### config.mk
export PLATFORM = sky130hd
export DESIGN_NAME = event_interval_window_average_core
export DESIGN_NICKNAME = d
export VERILOG_FILES = /design/src/evwa_pkg.sv /design/src/evwa_div.sv /design/src/event_interval_window_average_core.sv
export SDC_FILE = /design/constraint.sdc
export NUM_CORES = 2
export LEC_CHECK = 0
export ABC_AREA = 0
export BUFFER_PORTS_ARGS = -buffer_cell sky130_fd_sc_hd__buf_4
export CAP_MARGIN = 5
export CORE_MARGIN = 2
export CORE_UTILIZATION = 51
export DETAILED_ROUTE_END_ITERATION = 8
export PLACE_DENSITY = 0.7
export SYNTH_ARGS = -nofsm -noshare
export SYNTH_HDL_FRONTEND = slang
export SYNTH_SLANG_ARGS = --single-unit
### constraint.sdc
create_clock -name clk -period 3 [get_ports clk]
set_input_delay 0.15 -clock clk [delete_from_list [all_inputs] [get_ports clk]]
set_output_delay 0.15 -clock clk [all_outputs]
set_load 0.05 [all_outputs]
### src/evwa_pkg.sv
// Package for the event interval window average block.
// Holds the field widths, function and register codes, and the divider types.
// Used by evwa_div and event_interval_window_average_core.
`default_nettype none

package evwa_pkg;

	localparam int FUNC_W = 2;
	localparam int TIME_W = 32;
	localparam int TOTAL_W = 37;
	localparam int SLOT_W = 6;
	localparam int WLEN_W = 6;
	localparam int LEN_LIMIT = 63;

	localparam int S_TDATA_W = 40;
	localparam int S_TUSER_W = 2;
	localparam int M_TDATA_W = 40;

	localparam logic [FUNC_W-1:0] FUNC_TRIGGER = 2'd0;
	localparam logic [FUNC_W-1:0] FUNC_START = 2'd1;
	localparam logic [FUNC_W-1:0] FUNC_STOP = 2'd2;

	localparam logic CFG_STOP_WHEN_FULL = 1'b0;
	localparam logic CFG_WINDOW_LENGTH = 1'b1;

	typedef struct packed {
		logic [TOTAL_W-1:0] dividend;
		logic [SLOT_W-1:0] divisor;
	} div_req_t;

	typedef struct packed {
		logic busy;
		logic done;
	} div_stat_t;

endpackage

`default_nettype wire

### src/evwa_div.sv
// Bit-serial restoring divider for the interval total over the interval count.
// One quotient bit per cycle; the quotient saturates to 32 bits.
// Depends on evwa_pkg.
`default_nettype none

module evwa_div
	import evwa_pkg::*;
(
	input  wire logic              clk,
	input  wire logic              arst_n,
	input  wire logic              start,
	input  wire div_req_t          req,
	output div_stat_t              stat,
	output logic [TIME_W-1:0]      quotient
);

	localparam logic [5:0] STEPS = 6'(TOTAL_W);

	logic [TOTAL_W-1:0] work_q;
	logic [SLOT_W-1:0] rem_q;
	logic [SLOT_W-1:0] divisor_q;
	logic [5:0] cnt_q;
	logic busy_q;
	logic done_q;

	logic [SLOT_W:0] partial;
	logic [SLOT_W:0] trial;
	logic ge;

	assign partial = {rem_q, work_q[TOTAL_W-1]};
	assign trial = partial - {1'b0, divisor_q};
	assign ge = partial >= {1'b0, divisor_q};

	always_ff @(posedge clk or negedge arst_n) begin
		if (!arst_n) begin
			busy_q <= 1'b0;
			done_q <= 1'b0;
			cnt_q <= '0;
		end else if (start) begin
			busy_q <= 1'b1;
			done_q <= 1'b0;
			cnt_q <= STEPS;
		end else if (busy_q) begin
			cnt_q <= cnt_q - 6'd1;
			if (cnt_q == 6'd1) begin
				busy_q <= 1'b0;
				done_q <= 1'b1;
			end
		end else begin
			done_q <= 1'b0;
		end
	end

	always_ff @(posedge clk) begin
		if (start) begin
			work_q <= req.dividend;
			divisor_q <= req.divisor;
			rem_q <= '0;
		end else if (busy_q) begin
			work_q <= {work_q[TOTAL_W-2:0], ge};
			rem_q <= ge ? trial[SLOT_W-1:0] : partial[SLOT_W-1:0];
		end
	end

	assign stat.busy = busy_q;
	assign stat.done = done_q;
	assign quotient = (|work_q[TOTAL_W-1:TIME_W]) ? '1 : work_q[TIME_W-1:0];

endmodule

`default_nettype wire

### src/event_interval_window_average_core.sv
// Event interval window average: ring of trigger intervals with a running average.
// A recording trigger goes through read, subtract, add, 37 divider steps and output before
// the next item is taken: no new item is taken while one is in work.
// Other items go from accept straight to the output state.
// A result the sink has not taken holds off the next item. Reset clears control state and
// totals; the interval memory is not cleared.
`default_nettype none

module event_interval_window_average_core
	import evwa_pkg::*;
#(
	parameter int MAX_INTERVALS = 32
)
(
	input  wire logic                 clk,
	input  wire logic                 arst_n,
	input  wire logic                 s_tvalid,
	output logic                      s_tready,
	// Bits from low: start_if_idle[0], now[32:1], zero fill [39:33].
	input  wire logic [S_TDATA_W-1:0] s_tdata,
	// Bits from low: func[1:0].
	input  wire logic [S_TUSER_W-1:0] s_tuser,
	output logic                      m_tvalid,
	input  wire logic                 m_tready,
	// Bits from low: done_res[0], recording[1], average_interval[33:2],
	// intervals_recorded[39:34].
	output logic [M_TDATA_W-1:0]      m_tdata,
	input  wire logic                 cfg_valid,
	output logic                      cfg_ready,
	input  wire logic                 cfg_index,
	input  wire logic [WLEN_W-1:0]    cfg_data
);

	localparam int AW = (MAX_INTERVALS > 1) ? $clog2(MAX_INTERVALS) : 1;
	localparam int LEN_CAP = (MAX_INTERVALS < LEN_LIMIT) ? MAX_INTERVALS : LEN_LIMIT;
	localparam logic [SLOT_W-1:0] LEN_CAP_V = SLOT_W'(LEN_CAP);
	localparam logic IDX_ALWAYS_FITS = (MAX_INTERVALS > LEN_LIMIT);

	localparam logic [2:0] ST_IDLE = 3'd0;
	localparam logic [2:0] ST_SUB = 3'd1;
	localparam logic [2:0] ST_ADD = 3'd2;
	localparam logic [2:0] ST_DIV = 3'd3;
	localparam logic [2:0] ST_OUT = 3'd4;

	logic [2:0] state_q;
	logic stop_when_full_q;
	logic [WLEN_W-1:0] window_length_q;
	logic [TOTAL_W-1:0] total_q;
	logic [SLOT_W-1:0] slot_q;
	logic [TIME_W-1:0] last_q;
	logic wrapped_q;
	logic active_q;
	logic [TIME_W-1:0] avg_q;
	logic done_q;
	logic [SLOT_W-1:0] idx_q;
	logic [TIME_W-1:0] iv_q;
	logic [TIME_W-1:0] rd_q;
	logic [TIME_W-1:0] store_q [MAX_INTERVALS];
	logic m_valid_q;
	logic [M_TDATA_W-1:0] m_data_q;

	logic [FUNC_W-1:0] func;
	logic start_if_idle;
	logic [TIME_W-1:0] now;
	logic [SLOT_W-1:0] len;
	logic [SLOT_W-1:0] idx;
	logic [SLOT_W-1:0] next_slot;
	logic [SLOT_W-1:0] count;
	logic accept;
	logic rd_en;
	logic wr_en;
	logic div_start;
	div_req_t div_req;
	div_stat_t div_stat;
	logic [TIME_W-1:0] div_quot;

	assign func = s_tuser[FUNC_W-1:0];
	assign start_if_idle = s_tdata[0];
	assign now = s_tdata[TIME_W:1];

	assign s_tready = (state_q == ST_IDLE);
	assign accept = s_tvalid && s_tready;
	assign cfg_ready = 1'b1;

	always_comb begin
		if (window_length_q == '0) begin
			len = SLOT_W'(1);
		end else if (window_length_q > LEN_CAP_V) begin
			len = LEN_CAP_V;
		end else begin
			len = window_length_q;
		end
	end

	assign idx = (IDX_ALWAYS_FITS || (slot_q < LEN_CAP_V)) ? slot_q : '0;
	assign next_slot = idx_q + SLOT_W'(1);
	assign count = wrapped_q ? len : slot_q;

	assign rd_en = accept && (func == FUNC_TRIGGER) && active_q;
	assign wr_en = (state_q == ST_SUB);
	assign div_start = (state_q == ST_ADD);
	assign div_req.dividend = total_q + {{(TOTAL_W-TIME_W){1'b0}}, iv_q};
	assign div_req.divisor = wrapped_q ? len : next_slot;

	always_ff @(posedge clk) begin
		if (rd_en) begin
			rd_q <= store_q[AW'(idx)];
		end
		if (wr_en) begin
			store_q[AW'(idx_q)] <= iv_q;
		end
	end

	always_ff @(posedge clk or negedge arst_n) begin
		if (!arst_n) begin
			stop_when_full_q <= 1'b0;
			window_length_q <= WLEN_W'(32);
		end else if (cfg_valid && cfg_ready) begin
			case (cfg_index)
				CFG_STOP_WHEN_FULL: stop_when_full_q <= cfg_data[0];
				CFG_WINDOW_LENGTH: window_length_q <= cfg_data;
				default: ;
			endcase
		end
	end

	always_ff @(posedge clk or negedge arst_n) begin
		if (!arst_n) begin
			state_q <= ST_IDLE;
			total_q <= '0;
			slot_q <= '0;
			last_q <= '0;
			wrapped_q <= 1'b0;
			active_q <= 1'b0;
			avg_q <= '0;
			done_q <= 1'b0;
			idx_q <= '0;
			iv_q <= '0;
			m_valid_q <= 1'b0;
		end else begin
			if ((state_q == ST_OUT) && (!m_valid_q || m_tready)) begin
				m_valid_q <= 1'b1;
			end else if (m_valid_q && m_tready) begin
				m_valid_q <= 1'b0;
			end
			case (state_q)
				ST_IDLE: begin
					if (accept) begin
						done_q <= (func == FUNC_TRIGGER) && !active_q && !start_if_idle;
						state_q <= rd_en ? ST_SUB : ST_OUT;
						case (func)
							FUNC_TRIGGER: begin
								if (active_q) begin
									idx_q <= idx;
									iv_q <= now - last_q;
									last_q <= now;
								end else if (start_if_idle) begin
									avg_q <= '0;
									slot_q <= '0;
									total_q <= '0;
									wrapped_q <= 1'b0;
									active_q <= 1'b1;
									last_q <= now;
								end
							end
							FUNC_START: begin
								avg_q <= '0;
								slot_q <= '0;
								total_q <= '0;
								wrapped_q <= 1'b0;
								active_q <= 1'b1;
								last_q <= now;
							end
							FUNC_STOP: begin
								active_q <= 1'b0;
							end
							default: ;
						endcase
					end
				end
				ST_SUB: begin
					total_q <= total_q - (wrapped_q ? {{(TOTAL_W-TIME_W){1'b0}}, rd_q} : '0);
					state_q <= ST_ADD;
				end
				ST_ADD: begin
					total_q <= div_req.dividend;
					if ((next_slot >= len) && !stop_when_full_q) begin
						slot_q <= '0;
						wrapped_q <= 1'b1;
					end else begin
						slot_q <= next_slot;
					end
					if ((next_slot >= len) && stop_when_full_q) begin
						active_q <= 1'b0;
						done_q <= 1'b1;
					end
					state_q <= ST_DIV;
				end
				ST_DIV: begin
					if (div_stat.done) begin
						avg_q <= div_quot;
						state_q <= ST_OUT;
					end
				end
				ST_OUT: begin
					if (!m_valid_q || m_tready) begin
						state_q <= ST_IDLE;
					end
				end
				default: state_q <= ST_IDLE;
			endcase
		end
	end

	always_ff @(posedge clk) begin
		if ((state_q == ST_OUT) && (!m_valid_q || m_tready)) begin
			m_data_q <= {count, avg_q, active_q, done_q};
		end
	end

	evwa_div u_div (
		.clk      (clk),
		.arst_n   (arst_n),
		.start    (div_start),
		.req      (div_req),
		.stat     (div_stat),
		.quotient (div_quot)
	);

	assign m_tvalid = m_valid_q;
	assign m_tdata = m_data_q;

	a_one_item: assert property (@(posedge clk) disable iff (!arst_n)
		accept |=> !s_tready)
		else $error("input taken while an item is in work");

	a_div_owner: assert property (@(posedge clk) disable iff (!arst_n)
		div_stat.busy |-> (state_q == ST_DIV))
		else $error("divider busy outside the divide state");

	a_div_result: assert property (@(posedge clk) disable iff (!arst_n)
		((state_q == ST_DIV) && div_stat.done) |=> (state_q == ST_OUT))
		else $error("divider result not taken");

	a_mem_order: assert property (@(posedge clk) disable iff (!arst_n)
		rd_en |=> wr_en)
		else $error("interval write does not follow its read");

endmodule

`default_nettype wire
# After elaboration in Yosys (flattened, before gate mapping)
# Memory sizes are Yosys's and may differ from the RTL's. A register that Yosys moved wholly into a read port is not among the register bits.
# Index checks and enable logic that the tools add are counted.
[word_totals] register_bits=256 ramBits=1024 inputBits=54 out_inout_bits=43 wordCells=147 memories=1
[classes] add_sub_neg=6 magnitude_cmp=4 eq_ne=18 mux=62 n_bitwise=1 n_reduce_logical=35
[mem_list] memory="store_q" depth=32 word_bits=32 rd=1 rd_ports_with_merged_regs=1 wr=1 line_no="event_interval_window_average_core.sv:58" source="logic [TIME_W-1:0] store_q [MAX_INTERVALS];"
[op_table] cell="2-to-1 mux 32 bit" count=8
[op_table] cell="case mux 32 bit (2 select lines)" count=3
[op_table] cell="2-to-1 mux 37 bit" count=5
[op_table] cell="case mux 37 bit (3 select lines)" count=1
[op_table] cell="case mux 37 bit (2 select lines)" count=1
[op_table] cell="2-to-1 mux 6 bit" count=12
[op_table] cell="adder 37 x 32 -> 37 bit" count=1
[op_table] cell="subtractor 37 x 32 -> 37 bit" count=1
[op_table] cell="subtractor 32 bit" count=1
[op_table] cell="case mux 6 bit (2 select lines)" count=2
[op_table] cell="2-to-1 mux 1 bit" count=20
[op_table] cell="case mux 3 bit (5 select lines)" count=1
[op_table] cell="2-to-1 mux 3 bit" count=4
[op_table] cell="inequality test 3 bit, second input constant" count=4
[op_table] cell="AND reduction 4 bit" count=3
[op_table] cell="AND reduction 6 bit" count=2
[op_table] cell="inequality test 2 x 1 -> 1 bit, second input constant" count=5
[op_table] cell="AND reduction 5 bit" count=2
[op_table] cell="nonzero test 2 bit" count=5
[op_table] cell="logical AND 1 bit" count=9
[op_table] cell="case mux 1 bit (2 select lines)" count=4
[op_table] cell="greater-or-equal comparator 7 x 6 -> 1 bit" count=1
[op_table] cell="adder 6 x 1 -> 6 bit, second input constant" count=1
[op_table] cell="equality test 3 x 2 -> 1 bit, second input constant" count=2
[op_table] cell="other kinds (23)" count=28

# Longest topological paths before layout
[logic_depth] word_depth=7 ltp_mapped=13 ltp_nobuf=13

# By module
# A second synthesis with hierarchy kept.
[unflattened] cells_unflattened=3417 hier_area_um2=56130.1
[by_module_without_submodules] mod="event_interval_window_average_core" instances=1 cells_per_inst=3182 area_per_inst_um2=53188.5
[by_module_without_submodules] mod="evwa_div" instances=1 cells_per_inst=235 area_per_inst_um2=2941.6

# Worst setup path before layout
# Ideal clock, no wire load.
[synth_timing] path_kind="reg2reg" startpoint="register state_q[1]" endpoint="register iv_q[18]" setup_ns=0.125 arrival_ns=3.536 path_slack_ns=-0.661 path_stages_with_launch=6 period_less_slack_ns=3.661 path_cell_list="dfrtp_1 > clkbuf_1 > nor3_1 > nand4_1 > inv_1 > mux2_2"
[synth_via] elab_chain_len=3
[synth_lines] element="from (decl)" line_no="event_interval_window_average_core.sv:45" source="logic [2:0] state_q;"
[synth_lines] element="from (signal assigned)" line_no="event_interval_window_average_core.sv:150" source="state_q <= rd_en ? ST_SUB : ST_OUT;"
[synth_lines] element="zero test 3 bit *" line_no="event_interval_window_average_core.sv:81" source="assign s_tready = (state_q == ST_IDLE);"
[synth_lines] element="named net s_tready" line_no="event_interval_window_average_core.sv:18" source="output logic s_tready,"
[synth_lines] element="logical AND 1 bit" line_no="event_interval_window_average_core.sv:82" source="assign accept = s_tvalid && s_tready;"
[synth_lines] element="AND reduction 4 bit (no line) *"
[synth_lines] element="to (signal assigned)" line_no="event_interval_window_average_core.sv:155" source="iv_q <= now - last_q;"
[synth_lines] element="to (decl)" line_no="event_interval_window_average_core.sv:56" source="logic [TIME_W-1:0] iv_q;"
# The timed path passes the listed nets; every way through them passes the cells marked *.
# A chain may end at the register's enable or synchronous reset.

# Final worst setup path
[layout_timing] startpoint="register total_q[0]" endpoint="register u_div.work_q[34], data pin"
[layout_via] elab_chain_len=2
[layout_lines] element="from (decl)" line_no="event_interval_window_average_core.sv:48" source="logic [TOTAL_W-1:0] total_q;"
[layout_lines] element="from (signal assigned)" line_no="event_interval_window_average_core.sv:182" source="total_q <= total_q - (wrapped_q ? {{(TOTAL_W-TIME_W){1'b0}}, rd_q} : '0);"
[layout_lines] element="from (signal assigned)" line_no="event_interval_window_average_core.sv:186" source="total_q <= div_req.dividend;"
[layout_lines] element="adder 37 x 32 -> 37 bit" line_no="event_interval_window_average_core.sv:102" source="assign div_req.dividend = total_q + {{(TOTAL_W-TIME_W){1'b0}}, iv_q};"
[layout_lines] element="2-to-1 mux 37 bit" line_no="evwa_div.sv:55" source="if (start) begin"
[layout_lines] element="to (signal assigned)" line_no="evwa_div.sv:56" source="work_q <= req.dividend;"
[layout_lines] element="to (signal assigned)" line_no="evwa_div.sv:60" source="work_q <= {work_q[TOTAL_W-2:0], ge};"
[layout_lines] element="to (decl)" line_no="evwa_div.sv:19" source="logic [TOTAL_W-1:0] work_q;"
# No other way between the ends.

==> results.sh <==
export IMPL_yosysUniqueCellTypes=100
export IMPL_finalMaxSlewViolations=0
export IMPL_firstDrtPassIters=5
export IMPL_max_slew_margin_rel_pct=28.8
export IMPL_min_path_type="input port to register"
export IMPL_finalHoldViolCount=0
export IMPL_stdcell_area_mm2=0.0662
export IMPL_fin_crit_ps=2980
export IMPL_vias=33100
export IMPL_grt_pass1_wl_mm=213
export IMPL_drtAntennaViolNets=0
export IMPL_clk_pin_slew_ps=60
export IMPL_synth_nets=3675
export IMPL_synth_area_leader_cell="edfxtp_1"
export IMPL_coreArea_mm2=0.109
export IMPL_synth_area_mm2=0.0561
export IMPL_crit_type="register to register"
export IMPL_grt_usage_pct=26.0
export IMPL_power_w=0.0657
export IMPL_yosys_area_top_type_share_pct=61.0
export IMPL_cp_startpoint="total_q[0]"
export IMPL_final_seq_area_mm2=0.0385
export IMPL_drc=0
export IMPL_syn_to_final_growth_pct=18.1
export IMPL_clk_latency_ps=750
export IMPL_start_kind="register"
export IMPL_multiInputGateArea_mm2=0.0173
export IMPL_synth_cells=3501
export IMPL_synth_edff_count=1139
export IMPL_fmax_mhz=336
export IMPL_die_height_um=336
export IMPL_detailedPlace_worstSlack_ps=-130
export IMPL_placed_area_mm2=0.0606
export IMPL_grt_max_degree=76
export IMPL_max_stage_delay_ps=380
export IMPL_finalCritPeriodShare_pct=99.3
export IMPL_yosys_register_bits=1311
export IMPL_worstPathRequired_ps=3490
export IMPL_fp_dieArea_mm2=0.113
export IMPL_worstMarginPinSlew_ps=1060
export IMPL_clkSinkCount=1311
export IMPL_cts_tree="built"
export IMPL_drive_gt1_share_pct=23.5
export IMPL_worstPathMaxFanout=4
export IMPL_yosysWarnings=0
export IMPL_antenna_found_initial=6
export IMPL_numCtsBuffers=136
export IMPL_grt_pass1_vias=32500
export IMPL_rsz0062_at_grt="yes"
export IMPL_crit_chain="ha_2 > fa_2 > a21oi_4 > o21ai_4 > a21o_1 > a211o_4 > a221oi_4 > o21a_2 > nor3_1 > o21a_1 > a21o_1"
export IMPL_n_antenna_cell=0
export IMPL_drv_cap=0
export IMPL_critPathArrivalTime_ps=3470
export IMPL_fin_ws_ps=20.0
export IMPL_viasPerCell=6.10
export IMPL_die_w_um=336
export IMPL_syn_mean_instance_area_um2=16.0
export IMPL_cp_slowest_cell="dfrtp_1"
export IMPL_synth_flop_cell="edfxtp_1"
export IMPL_hold_start="s_tuser[1]"
export IMPL_finalSetupViolations=0
export IMPL_wl_per_cell_um=26.9
export IMPL_portBuffers=88
export IMPL_cts_root_buf="clkbuf_16"
export IMPL_setup_tns_ps=0
export IMPL_nets=4082
export IMPL_row_count=121
export IMPL_leakagePower_nw=24.2
export IMPL_initial_core_util_pct=51.5
export IMPL_async_flop_share_pct=12.7
export IMPL_finalWirelength_mm=146
export IMPL_cp_top_family="compound AO/OA/AOI/OAI gates"
export IMPL_worst_clock_skew_ps=37.7
export IMPL_endpoint_kind="register"
export IMPL_crit_path_frequent_cell="a21o_1"
export IMPL_ir_drop_mv=0.845
export IMPL_cts_max_level=4
export IMPL_seq_area_frac_synth_pct=68.6
export IMPL_gp_congestion=0.946
export IMPL_synth_most_common_cell="edfxtp_1"
export IMPL_critPathBufInv=0
export IMPL_synth_commonest_cells="edfxtp_1, nand2_1, mux2i_1, mux4_2, dfrtp_1"
export IMPL_fillCellCount=7906
export IMPL_drt_iter0_drc=3503
export IMPL_cts_buffer_depth=3
export IMPL_num_io_pins=97
export IMPL_outcome="complete, no violations"
export IMPL_r2r_start="total_q[0]"
export IMPL_overflow=0
export IMPL_place_hpwl_mm=89.3
export IMPL_power_density_mw_per_mm2=992
export IMPL_synth_area_leaders="edfxtp_1, mux4_2, dfrtp_1, mux2i_1, ha_1"
## what timing repair did
item	4_1_cts	5_1_grt
hold buffers	70	0
pin swaps	11	38
setup buffers	4	8
hold endpoints to repair	213	0
endpoints found under the setup margin	9	52
resized for setup	15	86
## final cells by class
class	instances	area share, %
clock inverters	64	1.00
multi-input cells	1933	26.1
well taps	1414	2.67
repair buffers	437	6.01
flip-flops and latches	1311	58.1
clock buffers	178	5.56
inverters	89	0.510
## layer usage
layer	vias to the layer above	GRT usage [%]	share of wire (%)
li1	14500	-	-
met1	17000	36.9	42
met2	1389	41.2	48
met3	244	4.94	8.2
met4	6	7.64	2.6
met5	-	0	0.030
## report_power, final
part           switching (W)  total (W)  leakage [nW]  internal (W)
sequential           0.00115     0.0247          12.6        0.0235
clock                0.00689     0.0166          2.14       0.00970
combinational         0.0141     0.0245          9.46        0.0104
## placed cells by master (no fill, tap or decap), drive strengths merged, types with 15 or more instances in the layout
cell / count
nand3: 22
o211ai: 22
xor2: 40
o21ai: 162
and3: 15
clkinv: 44
nor2: 142
buf: 366
a21oi: 108
nand2: 320
o22ai: 130
dlygate4sd3: 70
dfrtp: 165
o21bai: 17
nor2b: 16
mux2i: 264
edfxtp: 1139
mux4: 192
a21o: 73
ha: 116
inv: 95
clkbuf: 179
mux2: 46
xnor2: 56
## flip-flops by register name (all words and copies together) (netlist names), 32 cells and up
name and flops:
last_q 32, iv_q 32, rd_q 32, u_div.work_q 37, avg_q 32, m_tdata 40, total_q 37, store_q 1024
## stage by stage
step	utilization, %	cells	hold slack, ps
after detailed placement	55.6	5102	225
after CTS	60.3	5418	107
after floorplan	-	3501	-146
after global placement	55.6	5102	222
final	60.8	5426	157
after global routing	60.8	5426	181
## logic make-up after synthesis
logic type / synth area share [%]
AOI/OAI and AO/OA: 7.33
xor gates and xnor gates: 1.50
adders and majority gates: 2.73
buffers and inverters: 1.97
DFF: 68.6
muxes: 13.3
other: 0.00668
and+or+nand+nor: 4.55
## tightest hold or removal path: stages
cell	delay, ps
buf_4	110
inv_1	60
ha_1	170
nor2_1	50
a21oi_1	120
a21oi_1	80
a21oi_1	110
## final timing paths
check,end,slack [ps],cells after the start
max,u_div.work_q[34],20,11
min,active_q,160,7
max reg2reg,u_div.work_q[34],20,11
min reg2reg,m_tdata[15],440,0
max in group asynchronous,avg_q[9],820,4
min in group asynchronous,total_q[27],480,3
Power figures use the tool's default switching activity.
